[src/assert_macros.svh]
// ----------------------------------------------------------------------------
// assert_macros.svh
// Concurrent assertion helpers shared by the RTL. They compile to nothing
// when NO_ASSERTIONS is defined.
// ----------------------------------------------------------------------------
`ifndef ASSERT_MACROS_SVH
`define ASSERT_MACROS_SVH

`ifndef NO_ASSERTIONS

// The condition holds at every clock edge outside reset.
`define ASSERT_ALWAYS(lbl, clk, rst, cond) \
  lbl: assert property (@(posedge clk) disable iff (rst) (cond)) \
    else $error("assertion failed: invariant violated");

// When the antecedent holds, the consequent holds in the same cycle.
`define ASSERT_IMPLIES(lbl, clk, rst, ante, cons) \
  lbl: assert property (@(posedge clk) disable iff (rst) (ante) |-> (cons)) \
    else $error("assertion failed: same-cycle implication violated");

// When the antecedent holds, the consequent holds in the next cycle.
`define ASSERT_NEXT(lbl, clk, rst, ante, cons) \
  lbl: assert property (@(posedge clk) disable iff (rst) (ante) |=> (cons)) \
    else $error("assertion failed: next-cycle implication violated");

`else

`define ASSERT_ALWAYS(lbl, clk, rst, cond)
`define ASSERT_IMPLIES(lbl, clk, rst, ante, cons)
`define ASSERT_NEXT(lbl, clk, rst, ante, cons)

`endif

`endif

[src/mdhc_pkg.sv]
// ----------------------------------------------------------------------------
// mdhc_pkg
// Constants shared by the MPPT duty hill climber and its channel interfaces.
// ----------------------------------------------------------------------------
`default_nettype none

package mdhc_pkg;

  localparam int DUTY_W    = 8;
  localparam int STEP_W    = 4;
  localparam int CFG_IDX_W = 2;
  localparam int CFG_DAT_W = 8;

  // Configuration register indexes.
  localparam logic [CFG_IDX_W-1:0] REG_STEP_GAIN  = 2'd0;
  localparam logic [CFG_IDX_W-1:0] REG_INVERT     = 2'd1;
  localparam logic [CFG_IDX_W-1:0] REG_DECIM_TOP  = 2'd2;

  // Register reset values.
  localparam logic [7:0] GAIN_RST      = 8'd1;
  localparam logic [7:0] DECIM_TOP_RST = 8'd120;

  // Duty and step limits.
  localparam logic [DUTY_W-1:0] DUTY_INIT = 8'd10;
  localparam logic [DUTY_W-1:0] DUTY_MIN  = 8'd1;
  localparam logic [DUTY_W-1:0] DUTY_MAX  = 8'd140;
  localparam logic [STEP_W-1:0] STEP_MIN  = 4'd1;
  localparam logic [STEP_W-1:0] STEP_MAX  = 4'd15;
  localparam logic [STEP_W-1:0] STEP_INIT = 4'd5;

endpackage

`default_nettype wire

[src/mdhc_sample_if.sv]
// ----------------------------------------------------------------------------
// mdhc_sample_if
// Valid/ready channel carrying one panel voltage sample per transaction.
// ----------------------------------------------------------------------------
`default_nettype none

interface mdhc_sample_if #(
  parameter int SAMPLE_BITS = 8
);
  logic                   valid;
  logic                   ready;
  logic [SAMPLE_BITS-1:0] panel_volt;

  modport source (output valid, output panel_volt, input ready);
  modport sink   (input valid, input panel_volt, output ready);
endinterface

`default_nettype wire

[src/mdhc_result_if.sv]
// ----------------------------------------------------------------------------
// mdhc_result_if
// Valid/ready channel carrying the duty result of one sample.
// ----------------------------------------------------------------------------
`default_nettype none

interface mdhc_result_if
  import mdhc_pkg::*;
();
  logic              valid;
  logic              ready;
  logic [DUTY_W-1:0] duty_out;
  logic              duty_updated;
  logic              pwm_invert;

  modport source (output valid, output duty_out, output duty_updated,
                  output pwm_invert, input ready);
  modport sink   (input valid, input duty_out, input duty_updated,
                  input pwm_invert, output ready);
endinterface

`default_nettype wire

[src/mdhc_cfg_if.sv]
// ----------------------------------------------------------------------------
// mdhc_cfg_if
// Register write channel: one register index and its data per transaction.
// ----------------------------------------------------------------------------
`default_nettype none

interface mdhc_cfg_if
  import mdhc_pkg::*;
();
  logic                 valid;
  logic                 ready;
  logic [CFG_IDX_W-1:0] index;
  logic [CFG_DAT_W-1:0] data;

  modport source (output valid, output index, output data, input ready);
  modport sink   (input valid, input index, input data, output ready);
endinterface

`default_nettype wire

[src/mppt_duty_hill_climber_core.sv]
// ----------------------------------------------------------------------------
// mppt_duty_hill_climber_core
// Variable-step perturb-and-observe MPPT duty controller with a shared
// shift-and-subtract divider for the step size.
// ----------------------------------------------------------------------------
// Usage. Panel voltage samples arrive on the samp channel, one per
// transaction, and every sample produces exactly one transaction on the res
// channel carrying the current duty, an update flag and the PWM polarity.
// Registers (step gain, output inversion, decimation top) are written on the
// cfg channel, which is always ready; write it only while the block is idle.
// A sample that does not hit the decimation top only advances the counter; its
// result is then passed to the output register. A sample that hits the top
// runs the controller: a difference state forms the voltage and duty
// differences, a multiply state multiplies the gain by the voltage change, the
// shared subtractor then runs one saturation check plus at most four restoring
// quotient steps (all skipped when the duty did not change), an apply state
// applies and clamps the step, and a done state loads the output register.
// The samp channel is ready only when no sample is in flight, so one sample
// is processed at a time. A finished result waits in the output register while
// the receiver stalls, and the next sample may be accepted meanwhile; its own
// result waits in the sequencer until the output register frees up.
// Reset (synchronous, active high) restores the register defaults, clears the
// sample counter and last voltage, and sets both duty values to 10.
// ----------------------------------------------------------------------------
`default_nettype none

`include "assert_macros.svh"

module mppt_duty_hill_climber_core
  import mdhc_pkg::*;
#(
  parameter int SAMPLE_BITS = 8
) (
  input  logic           clk,
  input  logic           rst,
  mdhc_sample_if.sink    samp,
  mdhc_result_if.source  res,
  mdhc_cfg_if.sink       cfg
);

  // Gain times voltage magnitude; wide enough to also hold the divisor
  // shifted left by four for the saturation check.
  localparam int NUM_W = 8 + SAMPLE_BITS;

  // Sequencer states.
  localparam logic [2:0] S_IDLE  = 3'd0;
  localparam logic [2:0] S_DIFF  = 3'd1;
  localparam logic [2:0] S_MUL   = 3'd2;
  localparam logic [2:0] S_DIV   = 3'd3;
  localparam logic [2:0] S_APPLY = 3'd4;
  localparam logic [2:0] S_DONE  = 3'd5;

  // Configuration registers.
  logic [7:0] step_gain;
  logic       invert_output;
  logic [7:0] decimation_top;

  // Controller state.
  logic [7:0]             sample_count;
  logic [SAMPLE_BITS-1:0] last_voltage;
  logic [DUTY_W-1:0]      duty_now;
  logic [DUTY_W-1:0]      duty_prev;

  // Per-item working registers.
  logic [2:0]             state;
  logic [SAMPLE_BITS-1:0] volt;
  logic                   upd;
  logic [SAMPLE_BITS-1:0] mag_v;
  logic [DUTY_W-1:0]      mag_d;
  logic                   dv_neg;
  logic                   dd_neg;
  logic [NUM_W-1:0]       rem;
  logic [2:0]             sh;
  logic [STEP_W-1:0]      quot;
  logic                   sat;

  // Output register.
  logic              out_valid;
  logic [DUTY_W-1:0] out_duty;
  logic              out_upd;
  logic              out_inv;

  assign samp.ready       = (state == S_IDLE);
  assign cfg.ready        = 1'b1;
  assign res.valid        = out_valid;
  assign res.duty_out     = out_duty;
  assign res.duty_updated = out_upd;
  assign res.pwm_invert   = out_inv;

  logic in_fire;
  logic hit;
  logic load_out;
  assign in_fire  = samp.valid && samp.ready;
  assign hit      = (sample_count == decimation_top);
  // A finished result moves into the output register once that register is
  // empty or is being emptied in the same cycle.
  assign load_out = (state == S_DONE) && (!out_valid || res.ready);

  // Difference stage: signed differences and their magnitudes.
  logic [SAMPLE_BITS:0] dv_diff;
  logic [SAMPLE_BITS:0] dv_negated;
  logic [DUTY_W:0]      dd_diff;
  logic [DUTY_W:0]      dd_negated;
  assign dv_diff    = {1'b0, volt} - {1'b0, last_voltage};
  assign dv_negated = -dv_diff;
  assign dd_diff    = {1'b0, duty_now} - {1'b0, duty_prev};
  assign dd_negated = -dd_diff;

  // The shared subtract-and-compare unit of the divider. It compares the
  // partial remainder against the duty magnitude shifted by the current
  // quotient bit position; position four is the saturation check.
  logic [NUM_W-1:0] divisor_sh;
  logic [NUM_W:0]   trial;
  logic             trial_ge;
  assign divisor_sh = NUM_W'(mag_d) << sh;
  assign trial      = {1'b0, rem} - {1'b0, divisor_sh};
  assign trial_ge   = !trial[NUM_W];

  // Step selection and duty update.
  logic              dv_pos;
  logic              dd_pos;
  logic              rise;
  logic [STEP_W-1:0] step;
  logic [DUTY_W:0]   duty_up;
  logic [DUTY_W:0]   duty_dn;
  logic [DUTY_W-1:0] duty_new;

  always_comb begin
    dv_pos = !dv_neg && (mag_v != '0);
    dd_pos = !dd_neg && (mag_d != '0);
    if (mag_d == '0) begin
      // No duty change: full step on any voltage change, else a small decrease.
      step = (mag_v != '0) ? STEP_MAX : STEP_MIN;
      rise = dv_pos;
    end else begin
      if (sat) begin
        step = STEP_MAX;
      end else if (quot == '0) begin
        step = STEP_MIN;
      end else begin
        step = quot;
      end
      rise = (dv_pos && dd_pos) || (dv_neg && dd_neg);
    end
    if (duty_now == DUTY_INIT && duty_prev == DUTY_INIT) begin
      step = STEP_INIT;
    end
    duty_up = {1'b0, duty_now} + (DUTY_W + 1)'(step);
    duty_dn = {1'b0, duty_now} - (DUTY_W + 1)'(step);
    if (rise) begin
      duty_new = (duty_up > {1'b0, DUTY_MAX}) ? DUTY_MAX : duty_up[DUTY_W-1:0];
    end else begin
      duty_new = (duty_dn[DUTY_W] || duty_dn == '0) ? DUTY_MIN : duty_dn[DUTY_W-1:0];
    end
  end

  // Configuration writes.
  always_ff @(posedge clk) begin
    if (rst) begin
      step_gain      <= GAIN_RST;
      invert_output  <= 1'b0;
      decimation_top <= DECIM_TOP_RST;
    end else if (cfg.valid && cfg.ready) begin
      case (cfg.index)
        REG_STEP_GAIN: step_gain      <= cfg.data;
        REG_INVERT:    invert_output  <= cfg.data[0];
        REG_DECIM_TOP: decimation_top <= cfg.data;
        default: begin
        end
      endcase
    end
  end

  // Output register: takes a finished result and holds it until the
  // receiver accepts the transaction.
  always_ff @(posedge clk) begin
    if (rst) begin
      out_valid <= 1'b0;
    end else if (load_out) begin
      out_valid <= 1'b1;
      out_duty  <= duty_now;
      out_upd   <= upd;
      out_inv   <= invert_output;
    end else if (res.ready) begin
      out_valid <= 1'b0;
    end
  end

  // Sequencer and controller state.
  always_ff @(posedge clk) begin
    if (rst) begin
      state        <= S_IDLE;
      sample_count <= '0;
      last_voltage <= '0;
      duty_now     <= DUTY_INIT;
      duty_prev    <= DUTY_INIT;
    end else begin
      case (state)
        S_IDLE: begin
          if (in_fire) begin
            volt <= samp.panel_volt;
            upd  <= hit;
            if (hit) begin
              sample_count <= '0;
              state        <= S_DIFF;
            end else begin
              sample_count <= sample_count + 8'd1;
              state        <= S_DONE;
            end
          end
        end
        S_DIFF: begin
          dv_neg <= dv_diff[SAMPLE_BITS];
          mag_v  <= dv_diff[SAMPLE_BITS] ? dv_negated[SAMPLE_BITS-1:0]
                                         : dv_diff[SAMPLE_BITS-1:0];
          dd_neg <= dd_diff[DUTY_W];
          mag_d  <= dd_diff[DUTY_W] ? dd_negated[DUTY_W-1:0] : dd_diff[DUTY_W-1:0];
          state  <= S_MUL;
        end
        S_MUL: begin
          rem   <= NUM_W'(step_gain) * NUM_W'(mag_v);
          sh    <= 3'd4;
          quot  <= '0;
          sat   <= 1'b0;
          state <= (mag_d == '0) ? S_APPLY : S_DIV;
        end
        S_DIV: begin
          if (sh == 3'd4) begin
            // Quotient of sixteen or more saturates the step.
            if (trial_ge) begin
              sat   <= 1'b1;
              state <= S_APPLY;
            end else begin
              sh <= 3'd3;
            end
          end else begin
            if (trial_ge) begin
              rem <= trial[NUM_W-1:0];
            end
            quot[sh[1:0]] <= trial_ge;
            if (sh == 3'd0) begin
              state <= S_APPLY;
            end else begin
              sh <= sh - 3'd1;
            end
          end
        end
        S_APPLY: begin
          last_voltage <= volt;
          duty_prev    <= duty_now;
          duty_now     <= duty_new;
          state        <= S_DONE;
        end
        S_DONE: begin
          if (load_out) begin
            state <= S_IDLE;
          end
        end
        default: begin
          state <= S_IDLE;
        end
      endcase
    end
  end

  // The duty register never leaves its clamp range.
  `ASSERT_ALWAYS(a_duty_range, clk, rst, duty_now >= DUTY_MIN && duty_now <= DUTY_MAX)
  // A sample that misses the decimation top goes straight to the result stage.
  `ASSERT_NEXT(a_skip_direct, clk, rst, in_fire && !hit, state == S_DONE)
  // Without saturation, the divider leaves a remainder below the divisor.
  `ASSERT_IMPLIES(a_rem_below, clk, rst, state == S_APPLY && mag_d != '0 && !sat, rem < NUM_W'(mag_d))

endmodule

`default_nettype wire
[src/flat_wrapper.sv]
// flat-port wrapper written by rule: the top's interface ports become plain ports
module mppt_duty_hill_climber_core_flat import mdhc_pkg::*;
#(
  parameter int SAMPLE_BITS = 8
)
  (clk, rst, samp_valid, samp_panel_volt, samp_ready, res_valid, res_duty_out, res_duty_updated, res_pwm_invert, res_ready, cfg_valid, cfg_index, cfg_data, cfg_ready);
  mdhc_sample_if #(.SAMPLE_BITS(SAMPLE_BITS)) samp_i ();
  mdhc_result_if res_i ();
  mdhc_cfg_if cfg_i ();
  input  logic clk;
  input  logic rst;
  input wire logic [$bits(samp_i.valid)-1:0] samp_valid;
  input wire logic [$bits(samp_i.panel_volt)-1:0] samp_panel_volt;
  output wire logic [$bits(samp_i.ready)-1:0] samp_ready;
  output wire logic [$bits(res_i.valid)-1:0] res_valid;
  output wire logic [$bits(res_i.duty_out)-1:0] res_duty_out;
  output wire logic [$bits(res_i.duty_updated)-1:0] res_duty_updated;
  output wire logic [$bits(res_i.pwm_invert)-1:0] res_pwm_invert;
  input wire logic [$bits(res_i.ready)-1:0] res_ready;
  input wire logic [$bits(cfg_i.valid)-1:0] cfg_valid;
  input wire logic [$bits(cfg_i.index)-1:0] cfg_index;
  input wire logic [$bits(cfg_i.data)-1:0] cfg_data;
  output wire logic [$bits(cfg_i.ready)-1:0] cfg_ready;
  assign samp_i.valid = samp_valid;
  assign samp_i.panel_volt = samp_panel_volt;
  assign samp_ready = samp_i.ready;
  assign res_valid = res_i.valid;
  assign res_duty_out = res_i.duty_out;
  assign res_duty_updated = res_i.duty_updated;
  assign res_pwm_invert = res_i.pwm_invert;
  assign res_i.ready = res_ready;
  assign cfg_i.valid = cfg_valid;
  assign cfg_i.index = cfg_index;
  assign cfg_i.data = cfg_data;
  assign cfg_ready = cfg_i.ready;
  mppt_duty_hill_climber_core #(.SAMPLE_BITS(SAMPLE_BITS)) u_core (.clk(clk), .rst(rst), .samp(samp_i), .res(res_i), .cfg(cfg_i));
endmodule
[config.mk]
export PLATFORM = sky130hd
export DESIGN_NAME = mppt_duty_hill_climber_core_flat
export DESIGN_NICKNAME = d
export VERILOG_FILES = /design/src/mdhc_pkg.sv /design/src/mdhc_sample_if.sv /design/src/mdhc_result_if.sv /design/src/mdhc_cfg_if.sv /design/src/mppt_duty_hill_climber_core.sv /design/src/flat_wrapper.sv
export VERILOG_INCLUDE_DIRS = /design/src /design/src/src
export SDC_FILE = /design/constraint.sdc
export NUM_CORES = 1
export LEC_CHECK = 0
export BUFFER_PORTS_ARGS = -buffer_cell sky130_fd_sc_hd__buf_2
export CORE_MARGIN = 5
export CORE_UTILIZATION = 50
export DETAILED_ROUTE_END_ITERATION = 6
export GPL_TIMING_DRIVEN = 0
export HOLD_SLACK_MARGIN = 0.03
export PLACE_DENSITY_LB_ADDON = 0.3
export SLEW_MARGIN = 10
export SYNTH_ARGS = -nofsm -noshare
export SYNTH_HDL_FRONTEND = slang
export SYNTH_SLANG_ARGS = --single-unit
[constraint.sdc]
create_clock -name clk -period 14 [get_ports clk]
set_input_delay 2.8 -clock clk [delete_from_list [all_inputs] [get_ports clk]]
set_output_delay 2.8 -clock clk [all_outputs]
set_load 0.01 [all_outputs]
# Word level (Yosys, flattened, before mapping)
# Index checks and enable logic that the tools add are counted.
# totals
input_bits	23
ff_bits	114
# classes
multipliers	1
n_eq_ne	20
magnitude_cmp	3
n_bitwise	1
n_addsub	9
shifts	1
mux	37
n_reduce_logical	37
# ops
cell	count
two-way mux 8 bit	6
two-way mux 16 bit	2
case mux 16 bit (2 select lines)	1
two-way mux 3 bit	10
two-way mux 4 bit	6
case mux 3 bit (6 select lines)	1
subtractor 8 x 8 -> 9 bit	2
subtractor 16 x 16 -> 17 bit	1
== test 8 x 4 -> 1 bit, second input constant	2
multiplier 8 x 8 -> 16 bit	1
negator 8 bit	2
AND reduction 4 bit	4
nonzero test 8 bit	2
left shift 8 x 3 -> 16 bit	1
AND reduction 2 bit	6
adder 8 x 4 -> 9 bit	1
== test 3 bit, second input constant	3
greater-than comparator 9 x 8 -> 1 bit, second input constant	1
zero test 9 bit	1
subtractor 8 x 4 -> 9 bit	1
adder 8 x 1 -> 8 bit, second input constant	1
== test 8 bit	1
logical AND 1 bit	8
zero test 8 bit	1
26 further kinds	44

# Longest topological paths before layout
# depth
depth_word	10
mapped_depth	17
ltp_nobuf	17

# Least setup slack after synthesis
# OpenSTA, ideal clock, no wires.
# synth_timing
kind	input port to flip-flop
from	input rst
to	register u_core.rem[0], enable pin
setup_slack_ns	8.938
arrival_ns	4.649
path_buffers	0
path_stages	4
path_cell_list	nor2_1 nand2_1 a31oi_1 a21boi_0
# synth_via
elab_chain_cells	2
# synth_rtl
item	line	text
start, declared	flat_wrapper.sv:11	input logic rst;
NOT 1 bit (no source line)	n/a	
AND reduction 4 bit (no source line)	n/a	
end signal, assigned	mppt_duty_hill_climber_core.sv:221	rem <= NUM_W'(step_gain) * NUM_W'(mag_v);
end signal, assigned	mppt_duty_hill_climber_core.sv:238	rem <= trial[NUM_W-1:0];
end, declared	mppt_duty_hill_climber_core.sv:72	logic [NUM_W-1:0] rem;
# No other way between the ends.
# A chain may end at the register's enable or synchronous reset.

# Worst setup path in the final report
# layout_timing
from	register u_core.mag_v[7]
to	register u_core.rem[12], data pin
# layout_via
elab_chain_cells	2
# layout_rtl
item	line	text
start, declared	mppt_duty_hill_climber_core.sv:68	logic [SAMPLE_BITS-1:0] mag_v;
start signal, assigned	mppt_duty_hill_climber_core.sv:214	mag_v <= dv_diff[SAMPLE_BITS] ? dv_negated[SAMPLE_BITS-1:0]
multiplier 8 x 8 -> 16 bit	mppt_duty_hill_climber_core.sv:221	
case mux 16 bit (2 select lines)	mppt_duty_hill_climber_core.sv:198	case (state)
# No other way between the ends.

==> results.sh <==
export IMPL_clkLatencyLatePin_ns=0.42
export IMPL_drive_gt1_share_pct=8.25
export IMPL_synthArstFlopShare_pct=0
export IMPL_initial_core_util_pct=50.3
export IMPL_grtUsageTotal_pct=19.9
export IMPL_maxSlewViolCount=0
export IMPL_synth_flop_cell="edfxtp_1"
export IMPL_core_area_sq_um=18500
export IMPL_postCtsResizedCells=0
export IMPL_io_pins=36
export IMPL_layout_min_cycle_time_ns=4.86
export IMPL_grt_pass1_vias=7073
export IMPL_antenna_found_initial=0
export IMPL_final_nets=1238
export IMPL_vias=7400
export IMPL_cts_sinks=114
export IMPL_h_tree_depth=4
export IMPL_synthCells=1036
export IMPL_grt_pass1_wl_mm=34.7
export IMPL_cts_hold_buf=0
export IMPL_synth_cell_types=69
export IMPL_fp_dieW_microns=146
export IMPL_avgSynthCellArea_sq_um=8.99
export IMPL_ys_seq_elements=114
export IMPL_p_leak_nw=4.48
export IMPL_critPathRequiredTime_ns=14.15
export IMPL_setup_viol=0
export IMPL_endpoint_kind="register"
export IMPL_crit_type="register to register"
export IMPL_status="finished, final reports clean"
export IMPL_drt_first_pass_iters=5
export IMPL_dieArea_sq_um=21500
export IMPL_first_iter_violations=455
export IMPL_overflow=0
export IMPL_routabilityCongestion=0.910
export IMPL_cp_startpoint="u_core.mag_v[7]"
export IMPL_cts_tree="done"
export IMPL_syn_area_sq_um=9310
export IMPL_area_growth_pct=11.4
export IMPL_numCtsBuffers=17
export IMPL_powerDensity_nw_per_um2=212
export IMPL_worstPathArrival_ns=5.01
export IMPL_ant_nets=0
export IMPL_syn_nets=1184
export IMPL_clk_pin_slew_ns=0.06
export IMPL_die_y_microns=146
export IMPL_cts_setup_buffers=0
export IMPL_path_max_fanout=9
export IMPL_tightest_slew_ns=1.04
export IMPL_timing_rr_end="u_core.rem[12]"
export IMPL_vdd_drop_max_mv=0.187
export IMPL_synth_warnings=0
export IMPL_hold_violations=0
export IMPL_r2r_slack_ns=9.14
export IMPL_dp_slack_ns=9.14
export IMPL_critical_path_startpoint_type="register"
export IMPL_cts_root_buf="clkbuf_16"
export IMPL_num_rows=50
export IMPL_fillers=1641
export IMPL_viasPerCell=5.53
export IMPL_r2r_start="u_core.mag_v[7]"
export IMPL_ff2ff_path_depth=14
export IMPL_synth_seq_area_share_pct=31.1
export IMPL_avgRoutedWirePerCell_microns=15.5
export IMPL_cp_endpoint="u_core.rem[12]"
export IMPL_finalCritPeriodShare_pct=34.7
export IMPL_diodes=0
export IMPL_maxCapViolations=0
export IMPL_portBuffers=34
export IMPL_fin_setup_tns_ns=0
export IMPL_max_freq_mhz=206
export IMPL_grt_max_degree=19
export IMPL_totalWireLength_mm=20.8
export IMPL_fin_ws_ns=9.14
export IMPL_clockBufferDepth=2
export IMPL_route_detailed_drc=0
export IMPL_synth_edf_count=61
export IMPL_clock_skew_ns=0.00714
export IMPL_rsz0062_at_grt="false"
export IMPL_place_hpwl_mm=16.1
export IMPL_hold_class="register to register"
export IMPL_max_slew_margin_rel_pct=30.7
cells by family after synthesis:
family / after synthesis / synth area share (%)
AOI/OAI and AO/OA: 207 / 14.0
xor gates and xnor gates: 58 / 5.46
adders and majority gates: 125 / 20.1
buffers and inverters: 130 / 5.37
DFF: 114 / 31.1
muxes: 40 / 4.60
other: 1 / 0.0403
and+or+nand+nor: 361 / 19.4
layout by cell type (no fill, tap or decap), drive strengths merged, types with 13 or more instances in the layout:
master  count
inv       101
nand2      99
ha         84
nor2       79
a21oi      65
edfxtp     61
and2       57
dfxtp      53
o21ai      51
clkbuf     48
buf        43
fa         41
xnor2      38
mux2i      33
xor2       20
nand2b     19
nor3       18
nand3      17
a21o       13
worst min-delay path by stage:
| stage | cells after the start | startpoint | slack [ns] | endpoint |
|---|---|---|---|---|
| finish | 0 | u_core.upd | 0.42 | u_core.res.duty_updated |
| global route | 0 | u_core.upd | 0.44 | u_core.res.duty_updated |
| CTS | 0 | u_core.upd | 0.43 | u_core.res.duty_updated |
| detailed placement | 0 | u_core.upd | 0.42 | u_core.res.duty_updated |
| global placement | 0 | u_core.upd | 0.41 | u_core.res.duty_updated |
| floorplan | 0 | u_core.upd | 0.40 | u_core.res.duty_updated |
cell type report:
cell class              count  area, sq um  area share, %
inverters                  97          364           3.51
flip-flops and latches    114         2890           27.9
plain buffers              33          136           1.31
multi-input cells         792         5920           57.1
well taps                 234          293           2.82
repair buffers             35          181           1.75
clock buffers              23          522           5.03
clock inverters             9         63.8          0.615
power breakdown:
| part | total, W | internal, W | switching (W) |
|---|---|---|---|
| sequential | 0.000524 | 0.000459 | 0.0000643 |
| combinational | 0.00125 | 0.000519 | 0.000736 |
| clock | 0.000424 | 0.000264 | 0.000161 |
| total | 0.00220 | 0.00124 | 0.000961 |
metrics by stage:
stage / utilization (%) / power (W) / instance area, sq um / std cells / hold WS, ns
6_report: 56.0 / 0.00220 / 10400 / 1337 / 0.425
5_1_grt: 56.0 / 0.00239 / 10400 / 1337 / 0.441
4_1_cts: 56.0 / 0.00220 / 10400 / 1337 / 0.427
3_5_place_dp: 52.9 / 0.00176 / 9790 / 1305 / 0.416
3_3_place_gp: 52.8 / 0.00174 / 9770 / 1304 / 0.405
2_1_floorplan: - / 0.00149 / 9310 / 1036 / 0.400
critical path: stages, from the launching register on:
cell,delay [ns]
edfxtp_1,0.55
nand2_1,0.15
fa_1,0.53
fa_1,0.55
inv_1,0.05
fa_1,0.53
inv_1,0.05
fa_1,0.53
inv_1,0.04
ha_1,0.20
or2_2,0.33
o41ai_1,0.58
o21ai_0,0.24
xnor2_1,0.17
mux2i_1,0.08
state kept, by name (all words and copies together) (netlist names), 3 cells and up:
name,flops
u_core.decimation_top,8
u_core.duty_now,8
u_core.duty_prev,8
u_core.last_voltage,8
u_core.mag_d,8
u_core.mag_v,8
u_core.quot,4
u_core.rem,16
u_core.res.duty_out,8
u_core.sample_count,8
u_core.sh,3
u_core.state,3
u_core.step_gain,8
u_core.volt,8
routing by layer:
layer / share of wire (%) / global-route usage [%] / vias to the layer above
met5: 0 / 0 / -
met4: 1.8 / 6.87 / 0
met3: 4.7 / 3.82 / 26
met2: 47 / 32.5 / 178
met1: 47 / 26.5 / 3485
li1: - / - / 3711
synth_stat cells (19+ instances only):
master     n  area, sq um
dfxtp_1   53         1060
ha_1      84         1050
nand2_1   99          372
inv_1     97          364
edfxtp_1  61         1830
fa_1      41          821
xor2_1    20          175
nand2b_1  19          119
and2_1    56          350
nor2_1    79          297
o21ai_0   49          245
xnor2_1   38          333
mux2i_1   32          320
clkbuf_1  25         93.8
a21oi_1   65          325
(Power assumes the default switching activity.)
